==> src/design/sfla_pkg.sv <==
// Shared types and constants of the slab index free-list allocator.
package sfla_pkg;

	localparam int ADDR_W    = 32;
	localparam int SIZE_W    = 17;
	localparam int SLOT_W    = 8;
	localparam int CFG_IDX_W = 2;
	localparam int CFG_W     = 32;
	localparam int PROD_W    = SIZE_W + SLOT_W;

	typedef enum logic [1:0] {
		ST_OK    = 2'd0,
		ST_FULL  = 2'd1,
		ST_EMPTY = 2'd2,
		ST_RANGE = 2'd3
	} status_t;

	typedef enum logic {
		REQ_ALLOC = 1'b0,
		REQ_FREE  = 1'b1
	} req_t;

	localparam logic [CFG_IDX_W-1:0] REG_BASE = 2'd0;
	localparam logic [CFG_IDX_W-1:0] REG_SIZE = 2'd1;
	localparam logic [CFG_IDX_W-1:0] REG_CAP  = 2'd2;

	typedef struct packed {
		logic              rd_en;
		logic              wr_en;
		logic              clr;
		logic [SLOT_W-1:0] addr;
		logic [SLOT_W-1:0] wdata;
	} link_req_t;

	typedef struct packed {
		logic busy;
		logic done;
	} div_stat_t;

endpackage

==> src/design/sfla_div.sv <==
// Radix-2 restoring divider, one quotient bit per cycle.
module sfla_div (
	input  logic                         clk,
	input  logic                         arst_n,
	input  logic                         start,
	input  logic [sfla_pkg::ADDR_W-1:0]  dividend,
	input  logic [sfla_pkg::SIZE_W-1:0]  divisor,
	output sfla_pkg::div_stat_t          stat,
	output logic [sfla_pkg::ADDR_W-1:0]  quotient
);
	import sfla_pkg::*;

	localparam int CNT_W = $clog2(ADDR_W);
	localparam logic [CNT_W-1:0] LAST_STEP = CNT_W'(ADDR_W - 1);

	logic [SIZE_W-1:0] rem_q;
	logic [ADDR_W-1:0] quo_q;
	logic [SIZE_W-1:0] dsr_q;
	logic [CNT_W-1:0]  cnt_q;
	logic              busy_q;
	logic              done_q;
	logic [SIZE_W:0]   trial;
	logic [SIZE_W:0]   diff;

	assign trial = {rem_q, quo_q[ADDR_W-1]};
	assign diff  = trial - {1'b0, dsr_q};

	always_ff @(posedge clk or negedge arst_n) begin
		if (!arst_n) begin
			rem_q  <= '0;
			quo_q  <= '0;
			dsr_q  <= '0;
			cnt_q  <= '0;
			busy_q <= 1'b0;
			done_q <= 1'b0;
		end else if (start) begin
			rem_q  <= '0;
			quo_q  <= dividend;
			dsr_q  <= divisor;
			cnt_q  <= '0;
			busy_q <= 1'b1;
			done_q <= 1'b0;
		end else if (busy_q) begin
			if (trial >= {1'b0, dsr_q}) begin
				rem_q <= diff[SIZE_W-1:0];
				quo_q <= {quo_q[ADDR_W-2:0], 1'b1};
			end else begin
				rem_q <= trial[SIZE_W-1:0];
				quo_q <= {quo_q[ADDR_W-2:0], 1'b0};
			end
			cnt_q <= cnt_q + 1'b1;
			if (cnt_q == LAST_STEP) begin
				busy_q <= 1'b0;
				done_q <= 1'b1;
			end
		end else begin
			done_q <= 1'b0;
		end
	end

	assign stat.busy = busy_q;
	assign stat.done = done_q;
	assign quotient  = quo_q;

endmodule

==> src/design/sfla_link_ram.sv <==
// Next-slot link table with per-entry valid bits for the reset chain.
module sfla_link_ram #(
	parameter int MAX_SLOTS = 256
) (
	input  logic                         clk,
	input  logic                         arst_n,
	input  sfla_pkg::link_req_t          req,
	output logic [sfla_pkg::SLOT_W-1:0]  rdata
);
	import sfla_pkg::*;

	localparam int MEM_DEPTH = (MAX_SLOTS < 256) ? MAX_SLOTS : 256;
	localparam int IDX_W     = $clog2(MEM_DEPTH);
	localparam logic [SLOT_W:0] DEPTH_C = (SLOT_W + 1)'(MEM_DEPTH);

	logic [SLOT_W-1:0]    mem [MEM_DEPTH];
	logic [MEM_DEPTH-1:0] valid_q;
	logic [SLOT_W-1:0]    mem_rd_q;
	logic [SLOT_W-1:0]    init_rd_q;
	logic                 valid_rd_q;
	logic                 hit_rd_q;
	logic                 in_range;
	logic [IDX_W-1:0]     idx;

	assign in_range = {1'b0, req.addr} < DEPTH_C;
	assign idx      = req.addr[IDX_W-1:0];

	always_ff @(posedge clk) begin
		if (req.wr_en && in_range) begin
			mem[idx] <= req.wdata;
		end
		if (req.rd_en) begin
			mem_rd_q  <= mem[idx];
			init_rd_q <= req.addr + 1'b1;
		end
	end

	always_ff @(posedge clk or negedge arst_n) begin
		if (!arst_n) begin
			valid_q    <= '0;
			valid_rd_q <= 1'b0;
			hit_rd_q   <= 1'b0;
		end else begin
			if (req.clr) begin
				valid_q <= '0;
			end else if (req.wr_en && in_range) begin
				valid_q[idx] <= 1'b1;
			end
			if (req.rd_en) begin
				valid_rd_q <= valid_q[idx];
				hit_rd_q   <= in_range;
			end
		end
	end

	always_comb begin
		if (!hit_rd_q) begin
			rdata = '0;
		end else if (valid_rd_q) begin
			rdata = mem_rd_q;
		end else begin
			rdata = init_rd_q;
		end
	end

endmodule

==> src/design/slab_index_free_list_allocator.sv <==
// Slab allocator: hands out and takes back fixed-size objects through a free
// list of slot indexes. One request at a time; s_tready is low while a request
// is in work. An allocate reads the link table, multiplies and adds before it
// answers; a free waits for the 32-step divider that turns the address offset
// into a slot number. Errors found when a request is taken go straight to the
// done state; a broken chain on allocate is found after the link table read.
// s_tready rises with the answer. A finished result waits in the output
// register while the next request is taken. Writing capacity reloads the
// chain by clearing the link table's valid bits, so there is no clearing
// pass after reset.
module slab_index_free_list_allocator #(
	parameter int MAX_SLOTS = 256
) (
	input  logic        clk,
	input  logic        arst_n,
	input  logic        s_tvalid,
	output logic        s_tready,
	input  logic [31:0] s_tdata,   // free_address
	input  logic        s_tuser,   // req_type
	output logic        m_tvalid,
	input  logic        m_tready,
	output logic [47:0] m_tdata,   // object_address, slot_index, live_objects
	output logic [1:0]  m_tuser,   // status
	input  logic        cfg_we,
	input  logic [1:0]  cfg_index,
	input  logic [31:0] cfg_wdata
);
	import sfla_pkg::*;

	typedef enum logic [2:0] {
		S_IDLE,
		S_LINK,
		S_ADDR,
		S_DIV,
		S_DONE
	} state_t;

	state_t            state_q;
	logic [ADDR_W-1:0] base_q;
	logic [SIZE_W-1:0] size_q;
	logic [SLOT_W-1:0] cap_q;
	logic [SLOT_W-1:0] head_q;
	logic [SLOT_W-1:0] live_q;
	logic [SLOT_W-1:0] link_q;
	logic [PROD_W-1:0] prod_q;
	status_t           res_status_q;
	logic [ADDR_W-1:0] res_addr_q;
	logic [SLOT_W-1:0] res_slot_q;
	logic [SLOT_W-1:0] res_live_q;
	status_t           out_status_q;
	logic [ADDR_W-1:0] out_addr_q;
	logic [SLOT_W-1:0] out_slot_q;
	logic [SLOT_W-1:0] out_live_q;
	logic              out_valid_q;

	logic              s_accept;
	logic              div_start;
	logic [ADDR_W-1:0] offset;
	div_stat_t         div_stat;
	logic [ADDR_W-1:0] quotient;
	link_req_t         link_req;
	logic [SLOT_W-1:0] link_rdata;
	logic              quo_ok;
	logic              out_free;

	assign s_tready = (state_q == S_IDLE);
	assign s_accept = s_tvalid && s_tready;
	assign offset   = s_tdata - base_q;
	assign quo_ok   = (quotient <= {{(ADDR_W - SLOT_W){1'b0}}, cap_q});
	assign out_free = !out_valid_q || m_tready;

	assign div_start = s_accept && (s_tuser == REQ_FREE) && (live_q != '0)
		&& (size_q != '0) && (s_tdata >= base_q);

	always_comb begin
		link_req.rd_en = s_accept && (s_tuser == REQ_ALLOC) && (live_q != cap_q)
			&& (head_q <= cap_q);
		link_req.wr_en = (state_q == S_DIV) && div_stat.done && quo_ok;
		link_req.clr   = cfg_we && (cfg_index == REG_CAP);
		link_req.addr  = (state_q == S_DIV) ? quotient[SLOT_W-1:0] : head_q;
		link_req.wdata = head_q;
	end

	sfla_div u_div (
		.clk      (clk),
		.arst_n   (arst_n),
		.start    (div_start),
		.dividend (offset),
		.divisor  (size_q),
		.stat     (div_stat),
		.quotient (quotient)
	);

	sfla_link_ram #(
		.MAX_SLOTS (MAX_SLOTS)
	) u_link (
		.clk    (clk),
		.arst_n (arst_n),
		.req    (link_req),
		.rdata  (link_rdata)
	);

	always_ff @(posedge clk or negedge arst_n) begin
		if (!arst_n) begin
			state_q      <= S_IDLE;
			base_q       <= '0;
			size_q       <= SIZE_W'(4);
			cap_q        <= '1;
			head_q       <= '0;
			live_q       <= '0;
			link_q       <= '0;
			prod_q       <= '0;
			res_status_q <= ST_OK;
			res_addr_q   <= '0;
			res_slot_q   <= '0;
			res_live_q   <= '0;
			out_status_q <= ST_OK;
			out_addr_q   <= '0;
			out_slot_q   <= '0;
			out_live_q   <= '0;
			out_valid_q  <= 1'b0;
		end else begin
			if (out_valid_q && m_tready && state_q != S_DONE) begin
				out_valid_q <= 1'b0;
			end
			if (cfg_we) begin
				case (cfg_index)
					REG_BASE: base_q <= cfg_wdata;
					REG_SIZE: size_q <= cfg_wdata[SIZE_W-1:0];
					REG_CAP: begin
						cap_q  <= cfg_wdata[SLOT_W-1:0];
						head_q <= '0;
						live_q <= '0;
					end
					default: ;
				endcase
			end
			case (state_q)
				S_IDLE: begin
					if (s_accept) begin
						res_addr_q <= '0;
						res_slot_q <= '0;
						res_live_q <= live_q;
						if (s_tuser == REQ_ALLOC) begin
							if (live_q == cap_q || head_q > cap_q) begin
								res_status_q <= ST_FULL;
								state_q      <= S_DONE;
							end else begin
								state_q <= S_LINK;
							end
						end else if (live_q == '0) begin
							res_status_q <= ST_EMPTY;
							state_q      <= S_DONE;
						end else if (!div_start) begin
							res_status_q <= ST_RANGE;
							state_q      <= S_DONE;
						end else begin
							state_q <= S_DIV;
						end
					end
				end
				S_LINK: begin
					link_q <= link_rdata;
					prod_q <= size_q * head_q;
					if (link_rdata > cap_q) begin
						res_status_q <= ST_FULL;
						state_q      <= S_DONE;
					end else if (size_q == '0) begin
						res_status_q <= ST_RANGE;
						state_q      <= S_DONE;
					end else begin
						state_q <= S_ADDR;
					end
				end
				S_ADDR: begin
					res_status_q <= ST_OK;
					res_addr_q   <= base_q + {{(ADDR_W - PROD_W){1'b0}}, prod_q};
					res_slot_q   <= head_q;
					res_live_q   <= live_q + 1'b1;
					head_q       <= link_q;
					live_q       <= live_q + 1'b1;
					state_q      <= S_DONE;
				end
				S_DIV: begin
					if (div_stat.done) begin
						if (quo_ok) begin
							res_status_q <= ST_OK;
							res_slot_q   <= quotient[SLOT_W-1:0];
							res_live_q   <= live_q - 1'b1;
							head_q       <= quotient[SLOT_W-1:0];
							live_q       <= live_q - 1'b1;
						end else begin
							res_status_q <= ST_RANGE;
						end
						state_q <= S_DONE;
					end
				end
				S_DONE: begin
					if (out_free) begin
						out_valid_q  <= 1'b1;
						out_status_q <= res_status_q;
						out_addr_q   <= res_addr_q;
						out_slot_q   <= res_slot_q;
						out_live_q   <= res_live_q;
						state_q      <= S_IDLE;
					end
				end
				default: state_q <= S_IDLE;
			endcase
		end
	end

	assign m_tvalid = out_valid_q;
	assign m_tuser  = out_status_q;
	assign m_tdata  = {out_live_q, out_slot_q, out_addr_q};

endmodule

==> config.mk <==
export PLATFORM = sky130hd
export DESIGN_NAME = slab_index_free_list_allocator
export DESIGN_NICKNAME = d
export VERILOG_FILES = /design/src/design/sfla_pkg.sv /design/src/design/sfla_div.sv /design/src/design/sfla_link_ram.sv /design/src/design/slab_index_free_list_allocator.sv
export SDC_FILE = /design/constraint.sdc
export NUM_CORES = 2
export LEC_CHECK = 0
export BUFFER_PORTS_ARGS = -buffer_cell sky130_fd_sc_hd__buf_2
export CORE_UTILIZATION = 40
export CTS_CLUSTER_DIAMETER = 80
export DETAILED_ROUTE_END_ITERATION = 6
export PLACE_DENSITY = 0.6
export SYNTH_ARGS = -nofsm -noshare
export SYNTH_HDL_FRONTEND = slang
export SYNTH_SLANG_ARGS = --single-unit
==> constraint.sdc <==
create_clock -name clk -period 24.1 [get_ports clk]
set_clock_uncertainty 0.2 [all_clocks]
set_input_delay 2.41 -clock clk [delete_from_list [all_inputs] [get_ports clk]]
set_output_delay 2.41 -clock clk [all_outputs]
set_load 0.05 [all_outputs]
### Yosys cells after proc, flatten, opt, wreduce, memory -nomap -nowiden

Memories as Yosys holds them, arrays and structs flattened. A register that Yosys moved wholly into a read port is not among the register bits.
Index checks and enable logic that the tools add are counted.
Widths: inputs -> output; s select.

| storage, ports and cells | value |
|---|---|
| memory bits (writable) | 2,048 |
| input bits | 72 |
| bits in registers | 549 |
| memories kept | 1 |

| operators by class | value |
|---|---|
| add/subtract/negate cells | 7 |
| magnitude comparators | 8 |
| $mul | 1 |
| reduce and logical (&&, ||, !) cells | 36 |
| muxes and demuxes | 68 |
| equal/unequal tests | 18 |
| bitwise operators | 2 |

Memory list:

| name | words | bits a word | read ports | clocked after Yosys merged registers in | write ports | RTL line | source |
|---|---|---|---|---|---|---|---|
| u_link.mem | 256 | 8 | 1 | 1 | 1 | sfla_link_ram.sv:16 | `logic [SLOT_W-1:0] mem [MEM_DEPTH];` |

Operators by type and width:

| kind | count |
|---|---|
| $mux 256 | 2 |
| $or 256x256->256 | 1 |
| $mux 8 | 17 |
| $mux 32 | 3 |
| $pmux 32 s2 | 1 |
| $mux 17 | 3 |
| $pmux 8 s3 | 2 |
| $add 32x25->32 | 1 |
| $ge 32x32->1 | 1 |
| $le 32x8->1 | 1 |
| $pmux 8 s2 | 2 |
| $sub 32x32->32 | 1 |
| $mux 3 | 9 |
| $mul 17x8->25 | 1 |
| $ge 18x17->1 | 1 |
| $mux 2 | 9 |
| $logic_not 17->1 | 1 |
| $reduce_bool 17->1 | 1 |
| $sub 17x17->17 | 1 |
| $add 8x1->8 const B | 2 |
| $gt 8x8->1 | 2 |
| $pmux 3 s5 | 1 |
| $logic_and 1x1->1 | 14 |
| $mux 1 | 14 |
| other kinds (36) | 49 |

### Depth between registers and ports, before layout

| depth | value |
|---|---|
| depth after elaboration | 11 |
| mapped depth | 22 |
| gate-level depth less buffers | 20 |

### Cells and area by module

Synthesis repeated with hierarchy kept, for this count alone.

| second synthesis, totals | value |
|---|---|
| cells, all modules | 6,795 |
| area, all modules | 111,609.5 µm² |

By module, submodules not included:

| module | sequential area each (µm²) | area each (µm²) | cells an instance | instances |
|---|---|---|---|---|
| sfla_link_ram | 68,435.6 | 90,558.1 | 4,513 | 1 |
| slab_index_free_list_allocator | 5,266.3 | 16,817.4 | 1,827 | 1 |
| sfla_div | 1,826.8 | 4,234.1 | 455 | 1 |

### Least setup slack after synthesis

OpenSTA, ideal clock, no wires.

| path | value |
|---|---|
| path kind | register -> register |
| from | register head_q[2] |
| to | register prod_q[23] |
| cell stages (with the launch flop) | 22 |
| arrival time | 8.047 ns |
| setup slack | 15.717 ns |
| buffers on the path | 2 |
| cells stage by stage | dfrtp_1 -> clkbuf_1 -> clkbuf_1 -> nand2_1 -> fa_1 -> fa_1 -> inv_1 -> fa_1 -> inv_1 -> fa_1 -> inv_1 -> ha_1 -> o21a_1 -> o31a_1 -> o21ai_0 -> a211o_1 -> a211o_1 -> o31ai_1 -> o41ai_1 -> o21ai_0 -> xnor2_1 -> o21ai_0 |

| between the ends | value |
|---|---|
| word-level cells in the longest chain between the ends | 1 |

Ends and longest elaborated chain:

| what | RTL line | source |
|---|---|---|
| start, declared | slab_index_free_list_allocator.sv:42 | `logic [SLOT_W-1:0] head_q;` |
| start signal, assigned | slab_index_free_list_allocator.sv:180 | `head_q <= link_q;` |
| start signal, assigned | slab_index_free_list_allocator.sv:190 | `head_q <= quotient[SLOT_W-1:0];` |
| $mul 17x8->25 | slab_index_free_list_allocator.sv:164 | `prod_q <= size_q * head_q;` |
| end signal, assigned | slab_index_free_list_allocator.sv:164 |  |
| end, declared | slab_index_free_list_allocator.sv:45 | `logic [PROD_W-1:0] prod_q;` |

Every way passes these cells.
A chain may end at the register's enable or synchronous reset.

### Worst setup path after layout

| path | value |
|---|---|
| from | register state_q[0] |
| to | register u_link.mem_rd_q[2], read port of u_link.mem (data pin) |

| between the ends | value |
|---|---|
| word-level cells in the longest chain between the ends | 5 |
| elaborated cells between the ends (all ways) | 7 |

Ends and longest elaborated chain:

| what | RTL line | source |
|---|---|---|
| start, declared | slab_index_free_list_allocator.sv:38 | `state_t state_q;` |
| start signal, assigned | slab_index_free_list_allocator.sv:105 | `state_q <= S_IDLE;` |
| start signal, assigned | slab_index_free_list_allocator.sv:147 | `state_q <= S_DONE;` |
| start signal, assigned | slab_index_free_list_allocator.sv:149 | `state_q <= S_LINK;` |
| $logic_not 3->1 | slab_index_free_list_allocator.sv:66 | `assign s_tready = (state_q == S_IDLE);` |
| $logic_and 1x1->1 | slab_index_free_list_allocator.sv:67 | `assign s_accept = s_tvalid && s_tready;` |
| $logic_and 1x1->1 (2 in a row) | slab_index_free_list_allocator.sv:76 | `link_req.rd_en = s_accept && (s_tuser == REQ_ALLOC) && (live_q != cap_q)` |
| $logic_and 1x1->1 | slab_index_free_list_allocator.sv:77 | `&& (head_q <= cap_q);` |
| end, declared | sfla_link_ram.sv:18 | `logic [SLOT_W-1:0] mem_rd_q;` |

Parallel ways exist; a longest one is shown, timed or not.

==> summary.md <==
The run gives 283000 sq um as the area inside the core boundary. The most used flip-flop cell after synthesis is sky130_fd_sc_hd__edfxtp_1. The slack of the worst reg-to-reg path was 16760 ps. After global routing the overflow that remains totals 0. Clock tree synthesis inserted a total of 281 buffers. TritonCTS built the clock tree. By area the synthesized netlist is led by sky130_fd_sc_hd__edfxtp_1, sky130_fd_sc_hd__dfrtp_1, sky130_fd_sc_hd__nand2_1, sky130_fd_sc_hd__nand3_1, sky130_fd_sc_hd__o21a_1. For the number of buffers added to fix hold violations after cts, the log shows 0. The largest driver fanout on the critical path was 157; the count of cells resized by post-cts repair was 0. Count of warnings emitted by yosys: 0.

Measured along the x axis, the die boundary spans 536 microns. Capturing element type of the critical path: a register. The critical path goes through nand3b_1 -> a21o_4 -> inv_16 -> buf_4 -> buf_12 -> buf_4 -> mux4_2 -> a22oi_1 -> nor2_1 -> a311oi_1 -> a21oi_1 -> nor4_1 -> o211ai_1. Setup repair after global routing left no endpoint under its margin. The share of total power in combinational logic came out at 31.3%. For the total internal power, the log shows 9160 uW. Final total power: 14400 uW. Counting stages on the worst path, the most repeated cell is sky130_fd_sc_hd__buf_4. The family of cells with the greatest summed delay on the critical path was buffers and inverters. Data arrives at the worst endpoint at 7730 ps.

The run gives 0.0475 uW as the static power due to leakage. For the worst setup path, the data required time is 24490 ps. STA classifies the critical path startpoint as a register. In the final routed layout, each cell accounts on average for 26.1 microns. Number of cells on the critical path: 13. The area growth from synthesis to layout is 11.4%. Entering global routing, the biggest net connects 227 pins. The fraction of final layout cells with drive strength greater than 1 was 8.86%.

The final count of hold timing violations was 0; the final critical delay including setup and external delays was 7340 ps. Port buffering added 123 buffers. The startpoint identified for the worst register-to-register timing path is state_q[0]. For this run, the slowest stage of the critical path takes 900 ps. Number of core rows: 195. The tool flagged a number of max-cap violations equal to 0. The tools report the fmax as 136 MHz. With fillers left out, the area of the finished cells amounts to 127000 sq um.

The final critical-path share of the clock period is 30.5%. Counting tap cells, the placed design contains a total of 12900 instances. The largest buffer count on any clock path was 4.

The floorplan step defined a die boundary enclosing 287000 sq um. The initial utilization of the core area, before any placement, comes to 40.3%. In this run switching power makes up 36.5% of total power. For the pin with the worst max-slew slack, the measured transition is 1590 ps. A synthesized cell averages 12.0 sq um. Routability-driven placement finished with a final weighted congestion of 0.908.

The commonest cells after synthesis are sky130_fd_sc_hd__nand2_1, sky130_fd_sc_hd__edfxtp_1, sky130_fd_sc_hd__nand3_1, sky130_fd_sc_hd__dfrtp_1, sky130_fd_sc_hd__nor2_1. Via density per instance: 5.83. The logs give 87.4 uV for the worst vdd rail ir drop and 39.1% for the part of the power in registers.

After technology mapping, the gate count stands at 9517. The tools report the sink count of the clock tree as 2605. The area share of the largest cell type after synthesis is 54.3%. Slowest library cell on the worst path: sky130_fd_sc_hd__buf_4.

Setup violations remaining at the end of the flow were counted as 0. Per report_power, the clock group accounts for 29.6% of the total. The analysis attributes to net switching a power of 5260 uW.

The run gives 5 as the deepest level of the CTS H-tree. Among all cell types in the netlist, the one instantiated most often is sky130_fd_sc_hd__nand2_1. The power density normalized to cell area is 113 nW/um^2. The hold path startpoint was res_live_q[3]. The tools report the number of nets in the synthesized netlist as 9833.

The worst hold path belongs to the class register to register. The length of the first detailed-routing pass in iterations was 6; the share of the core filled with cells in the final layout was 44.9%. The run finished, with violations left. The logs give 0 for the setup fix buffers added after clock tree synthesis and -5.67% for the worst slew slack as a fraction of its limit.

The final route contains 78200 vias. The run gives 13400 as the number of standard cells in the layout, taps in and fillers out. The first routing iteration left 9762 violations. The clock slew at the register clock pins of the worst setup and hold paths works out to 60 ps.

The global-route wire length before repair was 512000 microns; the total I/O pin count was 124. Counting flops with a built-in enable in the synthesized netlist gives 2064. The fraction of synthesis flops using an asynchronous set or reset pin was 20.8%.

The launch point of the critical path was state_q[0]. The tools report the root cell of the clock tree as sky130_fd_sc_hd__clkbuf_16. The synthesized design spends more area on one cell type than any other, namely sky130_fd_sc_hd__edfxtp_1.

For the worst flop-to-flop path, the logic depth is 13. For the count of filler cells inserted in the layout, the log shows 25600. For this run, the post-layout net count is 9772. The placed instances occupy a cell area of 118000 sq um. After synthesis, the netlist uses 78 different library cells. The number of antenna violations at the first check in global routing came out at 10.

For this run, the total global-route usage over all layers was measured as 23.9%. The number of slew-limit violations in the final report is 135, and the number of buffer and inverter stages on the critical path is 4. Sequential cells were found to cover 66.2% of the synthesized design area.

By startpoint and endpoint, the worst setup path is classified as register to register. The combined area of all synthesized cells came out at 114000 sq um. The most critical setup path has its endpoint at u_link.mem_rd_q[2].

In this run the remaining antenna-violating nets after routing total 0. Summed over all nets, the half-perimeter wirelength after detailed placement is 210000 microns. The run gives 74600 as the number of global-route vias before repair. In this run, synthesis produced a sequential element count of 2605. Measured along the y axis, the die boundary spans 536 microns.

The final wirelength is 350000 microns. The checks that failed: max-slew violations. The endpoint identified for the worst register-to-register timing path is u_link.mem_rd_q[2].

After routing, the total negative slack on setup checks comes to 0 ps. For the clock latency of the later-clocked register in the worst-skew pair, the log shows 880 ps. The number of DRC violations after detailed routing was 0.
-- sequential cells by signal, indices dropped and copies added, names as in the netlist, 8 cells and up --
register          flops
u_link.mem         2048
u_link.valid_q      256
base_q               32
out_addr_q           32
res_addr_q           32
u_div.quotient       32
prod_q               25
size_q               17
u_div.dsr_q          17
u_div.rem_q          17
cap_q                 8
head_q                8
link_q                8
live_q                8
out_live_q            8
out_slot_q            8
res_live_q            8
res_slot_q            8
u_link.init_rd_q      8
u_link.mem_rd_q       8
-- final cells by class --
cell class              instances  area, sq um  share of cell area (%)
diodes                          3         7.51                 0.00590
clock buffers                 411         8030                    6.32
clock inverters                95          987                   0.776
inverters                     185          727                   0.572
multi-input cells            6109        35200                    27.7
flip-flops and latches       2605        75600                    59.4
well taps                    3743         4680                    3.68
repair buffers                274         1930                    1.52
-- routing by layer --
layer | vias to the layer above | GRT usage [%] | wire length [microns]
li1 | 34200 | - | -
met1 | 39400 | 32.9 | 142000
met2 | 3890 | 37.0 | 159000
met3 | 729 | 4.05 | 31500
met4 | 8 | 10.9 | 17500
met5 | - | 0 | 46
-- per-stage QoR --
| step | hold WS (ps) | setup WS, ps |
|---|---|---|
| global route | 298 | 16460 |
| floorplan | 243 | 15720 |
| CTS | 280 | 16980 |
| detailed placement | 267 | 16940 |
| global placement | 264 | 17000 |
| finish | 280 | 16760 |
-- placed cells by master, fill, tap and decap left out, types with 32 or more instances in the layout --
cell type,n
sky130_fd_sc_hd__nand2_1,2369
sky130_fd_sc_hd__edfxtp_1,2064
sky130_fd_sc_hd__nand3_1,890
sky130_fd_sc_hd__dfrtp_1,523
sky130_fd_sc_hd__nor2_1,387
sky130_fd_sc_hd__clkbuf_16,290
sky130_fd_sc_hd__o21a_1,279
sky130_fd_sc_hd__o21ai_0,224
sky130_fd_sc_hd__and3_1,216
sky130_fd_sc_hd__a31oi_1,210
sky130_fd_sc_hd__inv_1,182
sky130_fd_sc_hd__ha_1,151
sky130_fd_sc_hd__a311oi_1,147
sky130_fd_sc_hd__a21oi_1,140
sky130_fd_sc_hd__buf_4,137
sky130_fd_sc_hd__and2_1,126
sky130_fd_sc_hd__buf_2,122
sky130_fd_sc_hd__mux2i_1,94
sky130_fd_sc_hd__fa_1,93
sky130_fd_sc_hd__mux2_2,91
sky130_fd_sc_hd__clkbuf_1,89
sky130_fd_sc_hd__xnor2_1,68
sky130_fd_sc_hd__nor3_1,55
sky130_fd_sc_hd__xor2_1,44
sky130_fd_sc_hd__mux4_2,44
sky130_fd_sc_hd__a211oi_1,40
sky130_fd_sc_hd__a21o_1,36
sky130_fd_sc_hd__nand4_1,35
sky130_fd_sc_hd__a32oi_1,34
sky130_fd_sc_hd__clkbuf_8,32
-- cells by family after synthesis --
kind of cell | count (synthesis) | synth area share [%]
and+or+nand+nor | 4209 | 16.0
DFF | 2605 | 66.2
AOI/OAI and AO/OA | 1309 | 7.91
buffers and inverters | 803 | 3.08
adders and majority gates | 244 | 3.29
muxes | 235 | 2.65
xor gates and xnor gates | 112 | 0.860
-- power groups by stage --
stage	logic, uW	clock network (uW)	registers (uW)
4_1_cts	4470	4310	5630
3_3_place_gp	4390	0	5720
6_report	4510	4280	5640
2_1_floorplan	2740	0	5850
3_5_place_dp	4460	0	5730
5_1_grt	4860	4480	5660
-- worst register-to-register path: stages, from the launching register on --
cell and delay [ps]:
sky130_fd_sc_hd__dfrtp_1 880, sky130_fd_sc_hd__nand3b_1 280, sky130_fd_sc_hd__a21o_4 390, sky130_fd_sc_hd__inv_16 440
sky130_fd_sc_hd__buf_4 890, sky130_fd_sc_hd__buf_12 560, sky130_fd_sc_hd__buf_4 1250, sky130_fd_sc_hd__mux4_2 640
sky130_fd_sc_hd__a22oi_1 200, sky130_fd_sc_hd__nor2_1 60, sky130_fd_sc_hd__a311oi_1 310, sky130_fd_sc_hd__a21oi_1 140
sky130_fd_sc_hd__nor4_1 690, sky130_fd_sc_hd__o211ai_1 170
-- worst min path at each step --
stage	cells after the start	to	slack, ps
after floorplan	2	prod_q[0]	240
after global placement	2	res_addr_q[23]	260
after detailed placement	2	res_addr_q[26]	270
after CTS	2	res_addr_q[26]	280
after global routing	1	u_link.valid_q[232]	300
final	2	res_live_q[3]	280
Note: power is estimated with default switching activity, not from simulation.
